<file path="src/hdl/epp_pkg.sv">
// Package for the point projection block: constants, beat types and the arctangent table.
`default_nettype none
package epp_pkg;

    localparam int CORDIC_STEPS    = 24;
    localparam int COORD_W         = 32;
    localparam int SUM_W           = COORD_W + 1;
    localparam int PRESCALE_BITS   = 20;
    localparam int DW              = 56;
    localparam int ANG_W           = 32;
    localparam int PIX_W           = 14;
    localparam int STEP_W          = 5;
    localparam int CFG_IDX_W       = 3;
    localparam int GAIN_W          = 30;
    localparam int FRAC_W          = 33;
    localparam int PROD_W          = FRAC_W + PIX_W + 1;
    localparam int LATENCY         = 2 * CORDIC_STEPS + 7;

    localparam logic [GAIN_W-1:0] INV_GAIN  = GAIN_W'(652032874);
    localparam logic [ANG_W-1:0]  HALF_TURN = 32'h8000_0000;
    localparam logic [PIX_W-1:0]  WIDTH_RST  = PIX_W'(5760);
    localparam logic [PIX_W-1:0]  HEIGHT_RST = PIX_W'(2880);

    typedef enum logic [CFG_IDX_W-1:0] {
        REG_WIDTH    = 3'd0,
        REG_HEIGHT   = 3'd1,
        REG_OFFSET_X = 3'd2,
        REG_OFFSET_Y = 3'd3,
        REG_OFFSET_Z = 3'd4
    } t_reg_idx;

    typedef struct packed {
        logic                    zero;
        logic                    vert;
        logic signed [DW-1:0]    x;
        logic signed [DW-1:0]    y;
        logic [ANG_W-1:0]        ang;
        logic signed [DW-1:0]    aux;
    } t_cbeat;

    function automatic logic [ANG_W-1:0] atan_turn(input logic [STEP_W-1:0] i);
        logic [ANG_W-1:0] t;
        case (i)
            5'd0:    t = 32'd536870912;
            5'd1:    t = 32'd316933406;
            5'd2:    t = 32'd167458907;
            5'd3:    t = 32'd85004756;
            5'd4:    t = 32'd42667331;
            5'd5:    t = 32'd21354465;
            5'd6:    t = 32'd10679838;
            5'd7:    t = 32'd5340245;
            5'd8:    t = 32'd2670163;
            5'd9:    t = 32'd1335087;
            5'd10:   t = 32'd667544;
            5'd11:   t = 32'd333772;
            5'd12:   t = 32'd166886;
            5'd13:   t = 32'd83443;
            5'd14:   t = 32'd41722;
            5'd15:   t = 32'd20861;
            5'd16:   t = 32'd10430;
            5'd17:   t = 32'd5215;
            5'd18:   t = 32'd2608;
            5'd19:   t = 32'd1304;
            5'd20:   t = 32'd652;
            5'd21:   t = 32'd326;
            5'd22:   t = 32'd163;
            5'd23:   t = 32'd81;
            5'd24:   t = 32'd41;
            5'd25:   t = 32'd20;
            5'd26:   t = 32'd10;
            5'd27:   t = 32'd5;
            5'd28:   t = 32'd3;
            5'd29:   t = 32'd1;
            5'd30:   t = 32'd1;
            default: t = 32'd0;
        endcase
        return t;
    endfunction

endpackage
`default_nettype wire

</file>
<file path="src/hdl/epp_gain.sv">
// Gain correction of the horizontal distance and setup of the elevation pass.
`default_nettype none
module epp_gain (
    input  wire logic              i_clk,
    input  wire logic              i_rst_n,
    input  wire logic              i_valid,
    input  wire epp_pkg::t_cbeat   i_beat,
    output logic                   o_valid,
    output epp_pkg::t_cbeat        o_beat
);

    localparam int HI_W = epp_pkg::DW - 32;

    logic                                  r_valid1;
    logic [HI_W+epp_pkg::GAIN_W-1:0]       r_hi;
    logic [32+epp_pkg::GAIN_W-1:0]         r_lo;
    logic [epp_pkg::ANG_W-1:0]             r_az;
    logic signed [epp_pkg::DW-1:0]         r_z;
    logic                                  r_zero;
    logic                                  r_vert;
    logic                                  r_valid2;
    epp_pkg::t_cbeat                       r_beat;
    epp_pkg::t_cbeat                       n_beat;
    logic [epp_pkg::DW-1:0]                horiz;

    always_comb begin
        horiz = epp_pkg::DW'({r_hi, 2'b00}) + epp_pkg::DW'(r_lo >> epp_pkg::GAIN_W);
        n_beat.zero = r_zero;
        n_beat.vert = r_vert;
        n_beat.x    = r_vert ? '0 : $signed(horiz);
        n_beat.y    = r_z;
        n_beat.ang  = '0;
        n_beat.aux  = epp_pkg::DW'($signed(r_az));
    end

    always_ff @(posedge i_clk) begin
        if (!i_rst_n) begin
            r_valid1 <= 1'b0;
            r_valid2 <= 1'b0;
        end else begin
            r_valid1 <= i_valid;
            r_valid2 <= r_valid1;
        end
        r_hi   <= (HI_W+epp_pkg::GAIN_W)'(i_beat.x[epp_pkg::DW-1:32])
                * (HI_W+epp_pkg::GAIN_W)'(epp_pkg::INV_GAIN);
        r_lo   <= (32+epp_pkg::GAIN_W)'(i_beat.x[31:0])
                * (32+epp_pkg::GAIN_W)'(epp_pkg::INV_GAIN);
        r_az   <= i_beat.vert ? '0 : i_beat.ang;
        r_z    <= i_beat.aux;
        r_zero <= i_beat.zero;
        r_vert <= i_beat.vert;
        r_beat <= n_beat;
    end

    assign o_valid = r_valid2;
    assign o_beat  = r_beat;

endmodule
`default_nettype wire

</file>
<file path="config.mk">
export PLATFORM = sky130hd
export DESIGN_NAME = epp_gain
export DESIGN_NICKNAME = d
export VERILOG_FILES = /design/src/hdl/epp_pkg.sv /design/src/hdl/epp_gain.sv
export SDC_FILE = /design/constraint.sdc
export NUM_CORES = 2
export LEC_CHECK = 0
export BUFFER_PORTS_ARGS = -buffer_cell sky130_fd_sc_hd__clkbuf_2
export CAP_MARGIN = 10
export CORE_MARGIN = 4
export CORE_UTILIZATION = 45
export CTS_CLUSTER_DIAMETER = 200
export CTS_CLUSTER_SIZE = 30
export DETAILED_ROUTE_END_ITERATION = 7
export GPL_TIMING_DRIVEN = 0
export PLACE_DENSITY = 0.66
export SYNTH_ARGS = -nofsm -noshare
export SYNTH_HDL_FRONTEND = slang
export SYNTH_SLANG_ARGS = --single-unit
</file>
<file path="constraint.sdc">
create_clock -name i_clk -period 7.75 [get_ports i_clk]
set_clock_uncertainty 0.05 [all_clocks]
set_input_delay 0.775 -clock i_clk [delete_from_list [all_inputs] [get_ports i_clk]]
set_output_delay 0.775 -clock i_clk [all_outputs]
set_load 0.02 [all_outputs]
</file>
==> results.toml <==
[clock_tree]
cts_tree = "built"
cts.path.max_buffers = 3
clk_latency_ps = 530
clk_pin_slew_ps = 110
cts_sinks = 323
ctsHtreeMaxLevel = 1
cts_made_buffers = 14
cts_root_buf = "clkbuf_16"
ctsHoldBuffers = 0

[synthesis]
synthTopCellsByArea = "fa_1 37%, ha_1 19%, dfxtp_1 16%"
yosysMostFrequentCell = "inv_1"
postSynthCellCount = 4022
synth_area_um2 = 40700
synth_cell_types = 76
synth_edf_count = 0
async_reset_ff_frac = 0
ys.flop_type = "dfxtp_1"
yosysWarnings = 0
ys_seq_area_frac = 0.159
synth_top_area_frac = 0.374
synth_top_cell_by_area = "fa_1"
avgSynthCellArea_um2 = 10.1
ys_seq_elements = 323
netlist_top_cells_count = "1177 x inv_1, 760 x fa_1, 613 x ha_1"

[route]
dr.first_iter.drc_count = 1777
routed_wl_um = 104000
drtAntennaViolNets = 0
via_per_inst = 5.02
drt_pass1_iterations = 5
post-route-drc-count = 0
num_vias = 27974
wl_per_cell_um = 18.7

[placement]
post_dp_cell_area_um2 = 43900
portBuffers = 319
place_congestion = 0.952
placed_cells = 5548
pre_cts_slack_ps = -1030
place_hpwl_um = 92400

[sta]
finalWorstSetupSlack_ps = 261
setup_violations = 0
period_needed_ps = 7490
slew_viol_final = 0
timing.final.crit_share = 0.966
max_slew.worst_pin.slew_ps = 874
max_freq_mhz = 134
rsz0062_at_grt = "no"
finalHoldViolCount = 0
slew_headroom = 0.418

[setup_path]
cp-end-kind = "flop"
worstPathMaxFanout = 9
reg2regPathDepth = 11
r2r-start = "r_lo[42]"
worstPathRequired_ps = 8110
crit_end = "r_hi[53]"
ff2ff_setup_slack_ps = 4010
worstSetupStartpointType = "primary input"
timing.rr.end = "o_beat[181]"
crit_path_start = "i_beat[180]"
critPathKind = "primary input to flop"
arrival_ps = 7850

[flow_run]
drv_cap = 0

[layout]
final_layout_size_suffix_gt1_frac = 0.103
final_area_um2 = 44500
nets = 5977
area_delta_synth_final_pct = 9.32
stdcell_count = 5577

[global_routing]
grt_pass1_wl_um = 165000
antenna_found_initial = 3
grt_usage = 0.224
grt_max_degree = 31
first_global_vias = 29682
grt-ovfl-total = 0

[floorplanning]
die_h_um = 309
dieArea_um2 = 95400
placementRows = 110
initial_core_util = 0.453
pin_count = 408
core-area_um2 = 89900
die_w_um = 309

[worst_hold_path]
hp-class = "flop to flop"

[status]
status = "finished, final reports clean"
worst min-delay path by stage:
stage               start          end  slack (ps)  cells after the start
3_5_place_dp      r_z[14]  o_beat[102]         260                      0
6_report          r_z[51]  o_beat[139]         280                      0
2_1_floorplan     r_az[0]    o_beat[0]         260                      0
3_3_place_gp      r_z[54]  o_beat[142]         260                      0
4_1_cts        i_beat[53]      r_z[53]         250                      1
5_1_grt        i_beat[41]      r_z[41]         250                      1
area by class of cell:
cell class / count / area (µm²)
Fill cell: 8335 / 45300
Multi-Input combinational cell: 2443 / 29400
Sequential cell: 323 / 6470
Inverter: 1178 / 4440
Timing Repair Buffer: 331 / 1700
Tap cell: 1176 / 1470
Buffer: 108 / 631
Clock buffer: 15 / 375
Clock inverter: 1 / 8.76
Antenna cell: 2 / 5.00
worst max-delay path: stages:
cell and delay (ps):
clkbuf_2 310, inv_1 150, ha_1 390, inv_1 150, fa_1 560, inv_1 80
fa_1 530, inv_1 50, fa_1 500, inv_1 60, fa_1 590, fa_1 460
fa_1 520, inv_1 50, ha_1 250, clkbuf_1 190, a21o_1 230, a31oi_1 250
o211ai_1 140, or4_1 500, a31oi_2 350, nor4_1 120, or4_1 410, and3_1 210
sequential cells by signal, indices dropped and copies added, names as in the netlist:
name	count
o_beat	146
r_z	56
r_hi	53
r_az	32
r_lo	32
o_valid	1
r_valid1	1
r_vert	1
r_zero	1
per-stage QoR:
step           hold WS [ps]  utilization  setup TNS, ps
2_1_floorplan           260            -              0
3_3_place_gp            260        0.489         -13270
3_5_place_dp            262        0.489         -13900
4_1_cts                 252        0.493              0
5_1_grt                 252        0.495              0
6_report                277        0.495              0
cells in the final DEF, fill, tap and decap left out, types with 29 or more instances in the layout:
| cell | n |
|---|---|
| xor2_1 | 29 |
| fa_1 | 760 |
| nor2_1 | 86 |
| clkbuf_2 | 312 |
| nand2_1 | 110 |
| buf_4 | 68 |
| xnor2_1 | 64 |
| nor3_1 | 39 |
| o21ai_0 | 83 |
| dfxtp_1 | 323 |
| ha_1 | 613 |
| nand3_1 | 37 |
| clkbuf_1 | 41 |
| a21o_1 | 62 |
| nand4_1 | 40 |
| conb_1 | 32 |
| nor2b_1 | 59 |
| a21oi_1 | 160 |
| inv_1 | 1173 |
cells by family after synthesis:
group,Yosys count,share of synthesized area
mux,9,0.00246
buf+inv,1287,0.124
other cells,1,0.0000921
compound gates,469,0.0739
xor+xnor,93,0.0200
simple gates,467,0.0589
flops,323,0.159
fa+ha+maj,1373,0.562
layer usage:
layer | part of all wire | vias to the layer above | GRT usage
li1 | - | 13102 | -
met1 | 0.44 | 13852 | 0.314
met2 | 0.47 | 865 | 0.370
met3 | 0.065 | 155 | 0.0320
met4 | 0.031 | 0 | 0.0557
met5 | 0 | - | 0
timing repair:
action | in CTS | in global routing
resized for setup | 7 | 33
setup buffers | 3 | 9
pin swaps | 1 | 2
endpoints found under the setup margin | 13 | 17
Power is not shown: default switching activity piles up to over one toggle a cycle in this logic, so the estimate is an artifact.
