**src/hdl/epp_pkg.sv**
```systemverilog
// Package for the point projection block: constants, beat types and the arctangent table.
`default_nettype none
package epp_pkg;

    localparam int CORDIC_STEPS    = 24;
    localparam int COORD_W         = 32;
    localparam int SUM_W           = COORD_W + 1;
    localparam int PRESCALE_BITS   = 20;
    localparam int DW              = 56;
    localparam int ANG_W           = 32;
    localparam int PIX_W           = 14;
    localparam int STEP_W          = 5;
    localparam int CFG_IDX_W       = 3;
    localparam int GAIN_W          = 30;
    localparam int FRAC_W          = 33;
    localparam int PROD_W          = FRAC_W + PIX_W + 1;
    localparam int LATENCY         = 2 * CORDIC_STEPS + 7;

    localparam logic [GAIN_W-1:0] INV_GAIN  = GAIN_W'(652032874);
    localparam logic [ANG_W-1:0]  HALF_TURN = 32'h8000_0000;
    localparam logic [PIX_W-1:0]  WIDTH_RST  = PIX_W'(5760);
    localparam logic [PIX_W-1:0]  HEIGHT_RST = PIX_W'(2880);

    typedef enum logic [CFG_IDX_W-1:0] {
        REG_WIDTH    = 3'd0,
        REG_HEIGHT   = 3'd1,
        REG_OFFSET_X = 3'd2,
        REG_OFFSET_Y = 3'd3,
        REG_OFFSET_Z = 3'd4
    } t_reg_idx;

    typedef struct packed {
        logic                    zero;
        logic                    vert;
        logic signed [DW-1:0]    x;
        logic signed [DW-1:0]    y;
        logic [ANG_W-1:0]        ang;
        logic signed [DW-1:0]    aux;
    } t_cbeat;

    function automatic logic [ANG_W-1:0] atan_turn(input logic [STEP_W-1:0] i);
        logic [ANG_W-1:0] t;
        case (i)
            5'd0:    t = 32'd536870912;
            5'd1:    t = 32'd316933406;
            5'd2:    t = 32'd167458907;
            5'd3:    t = 32'd85004756;
            5'd4:    t = 32'd42667331;
            5'd5:    t = 32'd21354465;
            5'd6:    t = 32'd10679838;
            5'd7:    t = 32'd5340245;
            5'd8:    t = 32'd2670163;
            5'd9:    t = 32'd1335087;
            5'd10:   t = 32'd667544;
            5'd11:   t = 32'd333772;
            5'd12:   t = 32'd166886;
            5'd13:   t = 32'd83443;
            5'd14:   t = 32'd41722;
            5'd15:   t = 32'd20861;
            5'd16:   t = 32'd10430;
            5'd17:   t = 32'd5215;
            5'd18:   t = 32'd2608;
            5'd19:   t = 32'd1304;
            5'd20:   t = 32'd652;
            5'd21:   t = 32'd326;
            5'd22:   t = 32'd163;
            5'd23:   t = 32'd81;
            5'd24:   t = 32'd41;
            5'd25:   t = 32'd20;
            5'd26:   t = 32'd10;
            5'd27:   t = 32'd5;
            5'd28:   t = 32'd3;
            5'd29:   t = 32'd1;
            5'd30:   t = 32'd1;
            default: t = 32'd0;
        endcase
        return t;
    endfunction

endpackage
`default_nettype wire

```
**src/hdl/epp_pixel_map.sv**
```systemverilog
// Maps azimuth and elevation to a wrapped column and a saturated row.
`default_nettype none
module epp_pixel_map (
    input  wire logic                         i_clk,
    input  wire logic                         i_rst_n,
    input  wire logic [epp_pkg::PIX_W-1:0]    i_width,
    input  wire logic [epp_pkg::PIX_W-1:0]    i_height,
    input  wire logic                         i_valid,
    input  wire epp_pkg::t_cbeat              i_beat,
    output logic                              o_strobe,
    output logic [epp_pkg::PIX_W-1:0]         o_pixel_col,
    output logic [epp_pkg::PIX_W-1:0]         o_pixel_row,
    output logic                              o_point_valid
);

    localparam int VW = epp_pkg::ANG_W + 3;
    localparam logic [epp_pkg::FRAC_W-1:0] FULL = {1'b1, {(epp_pkg::FRAC_W-1){1'b0}}};

    logic                              r_valid1;
    logic                              r_valid2;
    logic                              r_valid3;
    logic                              r_zero1;
    logic                              r_zero2;
    logic [epp_pkg::FRAC_W-1:0]        r_u;
    logic [epp_pkg::FRAC_W-1:0]        r_v;
    logic [epp_pkg::PROD_W-1:0]        r_cp;
    logic [epp_pkg::PROD_W-1:0]        r_rp;
    logic [epp_pkg::PIX_W-1:0]         r_col;
    logic [epp_pkg::PIX_W-1:0]         r_row;
    logic                              r_pv;
    logic [epp_pkg::FRAC_W-1:0]        n_u;
    logic [epp_pkg::FRAC_W-1:0]        n_v;
    logic signed [VW-1:0]              v_full;
    logic [epp_pkg::PIX_W-1:0]         n_col;
    logic [epp_pkg::PIX_W-1:0]         n_row;
    logic [epp_pkg::PROD_W-33:0]       col_raw;
    logic [epp_pkg::PROD_W-33:0]       row_raw;

    always_comb begin
        n_u = {1'b0, epp_pkg::HALF_TURN}
            - {i_beat.aux[epp_pkg::ANG_W-1], i_beat.aux[epp_pkg::ANG_W-1:0]};
        v_full = $signed(VW'({1'b0, epp_pkg::HALF_TURN}))
               - $signed({{2{i_beat.ang[epp_pkg::ANG_W-1]}}, i_beat.ang, 1'b0});
        if (v_full[VW-1]) begin
            n_v = '0;
        end else if (v_full > $signed(VW'(FULL))) begin
            n_v = FULL;
        end else begin
            n_v = v_full[epp_pkg::FRAC_W-1:0];
        end

        col_raw = r_cp[epp_pkg::PROD_W-1:32];
        row_raw = r_rp[epp_pkg::PROD_W-1:32];
        if (col_raw >= (epp_pkg::PROD_W-32)'(i_width)) begin
            n_col = '0;
        end else begin
            n_col = col_raw[epp_pkg::PIX_W-1:0];
        end
        if (i_height == '0) begin
            n_row = '0;
        end else if (row_raw >= (epp_pkg::PROD_W-32)'(i_height)) begin
            n_row = i_height - epp_pkg::PIX_W'(1);
        end else begin
            n_row = row_raw[epp_pkg::PIX_W-1:0];
        end
    end

    always_ff @(posedge i_clk) begin
        if (!i_rst_n) begin
            r_valid1 <= 1'b0;
            r_valid2 <= 1'b0;
            r_valid3 <= 1'b0;
        end else begin
            r_valid1 <= i_valid;
            r_valid2 <= r_valid1;
            r_valid3 <= r_valid2;
        end
        r_zero1 <= i_beat.zero;
        r_u     <= n_u;
        r_v     <= n_v;
        r_zero2 <= r_zero1;
        r_cp    <= epp_pkg::PROD_W'(r_u) * epp_pkg::PROD_W'(i_width)
                 + epp_pkg::PROD_W'(epp_pkg::HALF_TURN);
        r_rp    <= epp_pkg::PROD_W'(r_v) * epp_pkg::PROD_W'(i_height)
                 + epp_pkg::PROD_W'(epp_pkg::HALF_TURN);
        r_col   <= r_zero2 ? '0 : n_col;
        r_row   <= r_zero2 ? '0 : n_row;
        r_pv    <= !r_zero2;
    end

    assign o_strobe      = r_valid3;
    assign o_pixel_col   = r_col;
    assign o_pixel_row   = r_row;
    assign o_point_valid = r_pv;

endmodule
`default_nettype wire

```
**config.mk**
```make
export PLATFORM = sky130hd
export DESIGN_NAME = epp_pixel_map
export DESIGN_NICKNAME = d
export VERILOG_FILES = /design/src/hdl/epp_pkg.sv /design/src/hdl/epp_pixel_map.sv
export SDC_FILE = /design/constraint.sdc
export NUM_CORES = 2
export LEC_CHECK = 0
export BUFFER_PORTS_ARGS = -buffer_cell sky130_fd_sc_hd__buf_2
export CAP_MARGIN = 20
export CORE_MARGIN = 1.5
export CORE_UTILIZATION = 30
export CTS_BUF_LIST = sky130_fd_sc_hd__clkbuf_8
export CTS_CLUSTER_SIZE = 28
export DETAILED_ROUTE_END_ITERATION = 10
export HOLD_SLACK_MARGIN = 0.15
export SETUP_SLACK_MARGIN = 0.4
export SLEW_MARGIN = 20
export SYNTH_ARGS = -nofsm -noshare
export SYNTH_HDL_FRONTEND = slang
export SYNTH_SLANG_ARGS = --single-unit
```
**constraint.sdc**
```tcl
create_clock -name i_clk -period 7.7 [get_ports i_clk]
set_clock_uncertainty 0.1 [all_clocks]
set_input_delay 0.385 -clock i_clk [delete_from_list [all_inputs] [get_ports i_clk]]
set_output_delay 0.385 -clock i_clk [all_outputs]
set_load 0.05 [all_outputs]
```
==> summary.md <==
| Metric | Value |
|---|---|
| R2R Path End | `r_rp[47]` |
| Die height | `about 340 um` |
| Final Util | `0.3324` |
| Initial antenna violation count | `8` |
| GRT Total Usage | `0.1601` |
| Setup bufs post-CTS | `0` |
| CP Max Fanout | `14` |
| Share of cells above drive strength 1 | `0.05084` |
| Post-route cell area | `between 30,000 and 40,000 um2` |
| Post-route ant nets | `0` |
| Fin nets | `5,253` |
| Leading area contributor after synthesis | `fa_1` |
| Setup crit start kind | `register` |
| Most used cell, CP | `fa_1` |
| EDFF count, synth | `0` |
| Hold path depth | `4` |
| CTS Buffer Depth | `2` |
| First-pass GRT wire length | `147.6 mm` |
| CP Capture Type | `register` |
| Min Tclk post-route | `approximately 6800 ps` |
| CTS tree | `done` |
| Final Setup Violations | `0` |
| Syn avg cell area | `between 8 and 9 um2` |
| Worst min path class | `primary input to register` |
| Detailed Route Iter0 Violations | `between 1,000 and 1,500` |
| H-Tree Depth | `4` |
| WL/cell | `16.23 um` |
| Status | `finished, final reports clean` |
| Warnings, synthesis | `0` |
| MaxCap Viol Count | `0` |
| Die width | `341.7 um` |
| Number of buffers added on ports | `approximately 130` |
| Worst path bufs/invs | `3` |
| Leakage power | `roughly 19 nW` |
| Worst hold path endpoint | `r_v[26]` |
| Reg2reg path depth | `19` |
| Critical Path AT | `7130 ps` |
| Yosys cell types | `62` |
| Post-synth ARST share | `0` |
| Starting Density | `0.3018` |
| Final WL | `89.41 mm` |
| Sequential-to-total area share from yosys stat | `0.07621` |
| Synth Flop Type | `dfxtp_1` |
| Maximum vdd drop | `between 400 and 500 uV` |
| RSZ-0062 raised after global routing | `no` |
| Seq cells post-synth | `about 130` |
| Ranking of synthesized cells by area | `fa_1, ha_1, inv_1` |
| Req. time, crit path | `between 8000 and 9000 ps` |
| Clock latency on the worst-skew pair | `approximately 570 ps` |
| Slew HR | `0.3300` |
| Routed vias | `25,710` |
| Hold_ws | `200.3 ps` |
| CP cell instances | `nand2_1, fa_1, inv_1, fa_1, fa_1, fa_1, fa_1, inv_1, fa_1, inv_1, ha_1, nand4_1, nor3_1, a2111oi_0, o221ai_1, o21ai_0, nor2_1, o211ai_1, a221oi_1` |
| Maximum clock frequency | `between 100 and 150 MHz` |
| Clock Sinks | `approximately 130` |
| GPL Wtd Cong | `roughly 0.8` |
| # DRC | `0` |
| Post-synthesis cell count | `between 3,000 and 4,000` |
| Via density | `~4.7` |
| Part of the cycle the worst path needs | `0.8806` |
| Kind of critical path | `register to register` |
| CTS Buf Count | `17` |
| Mapped Area | `34,410 um2` |
| Worst Min Path Start | `i_beat[81]` |
| I/O pin total | `263` |
| DP HPWL | `69.54 mm` |
| FF-to-FF setup slack | `920 ps` |
| Critical R2R Launch | `r_v[14]` |
| Cell with the largest stage delay on the worst path | `dfxtp_1` |
| CORE AREA | `114,000 um2` |
| Worst-Margin Slew | `1005 ps` |
| Power density cells | `377.0 nW/um2` |
| Post-Place Worst Slack | `634.0 ps` |
| 1st-pass router iterations | `5` |
| Hold Fails Final Rpt | `0` |
| Worst stage delay on the critical path | `840 ps` |
| Layout overhead on the synthesized area | `10.16%` |
| Net Count, Synth | `5,162` |
| Worst setup margin | `just over 900 ps` |
| Critical path depth in cells | `19` |
| Post-synth top area share | `0.4235` |
| Cell Area, Placed | `about 36,000 um2` |
| Area of the die | `116,700 um2` |
| Total gr overflow | `0` |
| Vias in the first global route | `27,930` |
| Core Rows | `124` |
| Pins Over Slew Limit | `0` |
| Final setup TNS | `0 ps` |
| Root Buffer | `clkbuf_8` |
| Largest net degree at the start of global routing | `37` |
| Clk slew on worst S/H paths | `90 ps` |
| Crit path from | `r_v[14]` |
| Top delay family on crit path | `adder cells` |
[power by group]
group	internal [mW]	switching [mW]
clock	0.308	0.376
combinational	5.18	7.33
sequential	0.899	0.206
total	6.38	7.91
[timing repair]
| item | 4_1_cts | 5_1_grt |
|---|---|---|
| hold buffers | 98 | 0 |
| gates resized for setup | 0 | 0 |
| endpoints found under the hold margin | 68 | 0 |
[worst reg2reg max path, stage by stage, from the launching register on]
cell	delay, ps
dfxtp_1	840
nand2_1	190
fa_1	570
inv_1	50
fa_1	560
fa_1	430
fa_1	470
fa_1	500
inv_1	50
fa_1	490
inv_1	40
ha_1	300
nand4_1	140
nor3_1	380
a2111oi_0	180
o221ai_1	400
o21ai_0	290
nor2_1	300
o211ai_1	140
a221oi_1	280
[cells by family after synthesis]
logic type / share of synthesized area
AO/OA/AOI/OAI: 0.05312
XOR/XNOR: 0.02265
adder cells (fa/ha/maj): 0.5370
buffers and inverters: 0.1171
flip-flops: 0.07621
multiplexers: 0.005672
AND/OR/NAND/NOR: 0.1883
[how the worst max path moves through the flow]
stage / end / slack [ps]
after floorplan: r_cp[43] / 1470
final: r_rp[47] / 920
after detailed placement: r_rp[47] / 630
after CTS: r_rp[47] / 910
after global placement: r_rp[47] / 660
after global routing: r_cp[44] / 570
[per-layer routing]
layer  global-route usage  vias up  wire length, um
met1               0.2083    13140            39170
met2               0.2668      625            42400
met3              0.03600      113             5865
met5                    0        -               26
met4              0.04287        4             1941
li1                     -    11820                -
[registers in the layout, indices dropped and copies added, names as in the netlist]
name / flops
o_strobe: 1
o_pixel_row: 14
o_point_valid: 1
r_rp: 16
r_zero2: 1
r_u: 33
o_pixel_col: 14
r_v: 32
r_valid1: 1
r_cp: 16
r_zero1: 1
r_valid2: 1
[layout by cell type (no fill, tap or decap), types with 13 or more instances in the layout]
cell and instances:
inv_1 888, fa_1 728, and2_1 515, nand2_1 483, ha_1 312, dfxtp_1 131, buf_2 125, dlygate4sd3_1 98
a21oi_1 71, nor2_1 67, xnor2_1 61, nor3_1 52, a21o_1 50, o21ai_0 39, buf_4 32, nand3_1 29
xor2_1 28, a31oi_1 20, nand4_1 19, o31ai_1 17, clkbuf_8 17, nor4_1 16, mux2i_1 15, and3_1 14
nand2b_1 14, or4_1 14, o211ai_1 13
[synthesized netlist by cell type (13+ instances only)]
cell	count
a21oi_1	71
nor3_1	52
a31oi_1	20
nor4_1	17
xor2_1	28
and2_1	515
nand3_1	29
o211ai_1	13
inv_1	888
o31ai_1	17
o21ai_0	41
and3_1	14
nand2_1	483
fa_1	728
xnor2_1	61
dfxtp_1	131
nor2_1	67
ha_1	312
clkbuf_1	178
a21o_1	50
nand2b_1	14
or4_1	14
nand4_1	19
mux2i_1	15
[per-stage QoR]
| step | power (mW) | cells |
|---|---|---|
| global placement | 13.39 | 5375 |
| CTS | 14.42 | 5505 |
| global route | 16.33 | 5508 |
| floorplan | 10.42 | 3889 |
| finish | 14.29 | 5508 |
| detailed placement | 13.59 | 5375 |
[final cells by class]
| type | count | area, um2 |
|---|---|---|
| flip-flops and latches | 131 | 2623 |
| inverters | 888 | 3333 |
| well taps | 1512 | 1892 |
| clock buffers | 17 | 234.0 |
| diodes | 3 | 7.507 |
| clock inverters | 15 | 206.4 |
| multi-input cells | 2687 | 27770 |
| fillers | 11840 | 76130 |
| repair buffers | 255 | 1847 |
Note: power is estimated with default switching activity, not from simulation.
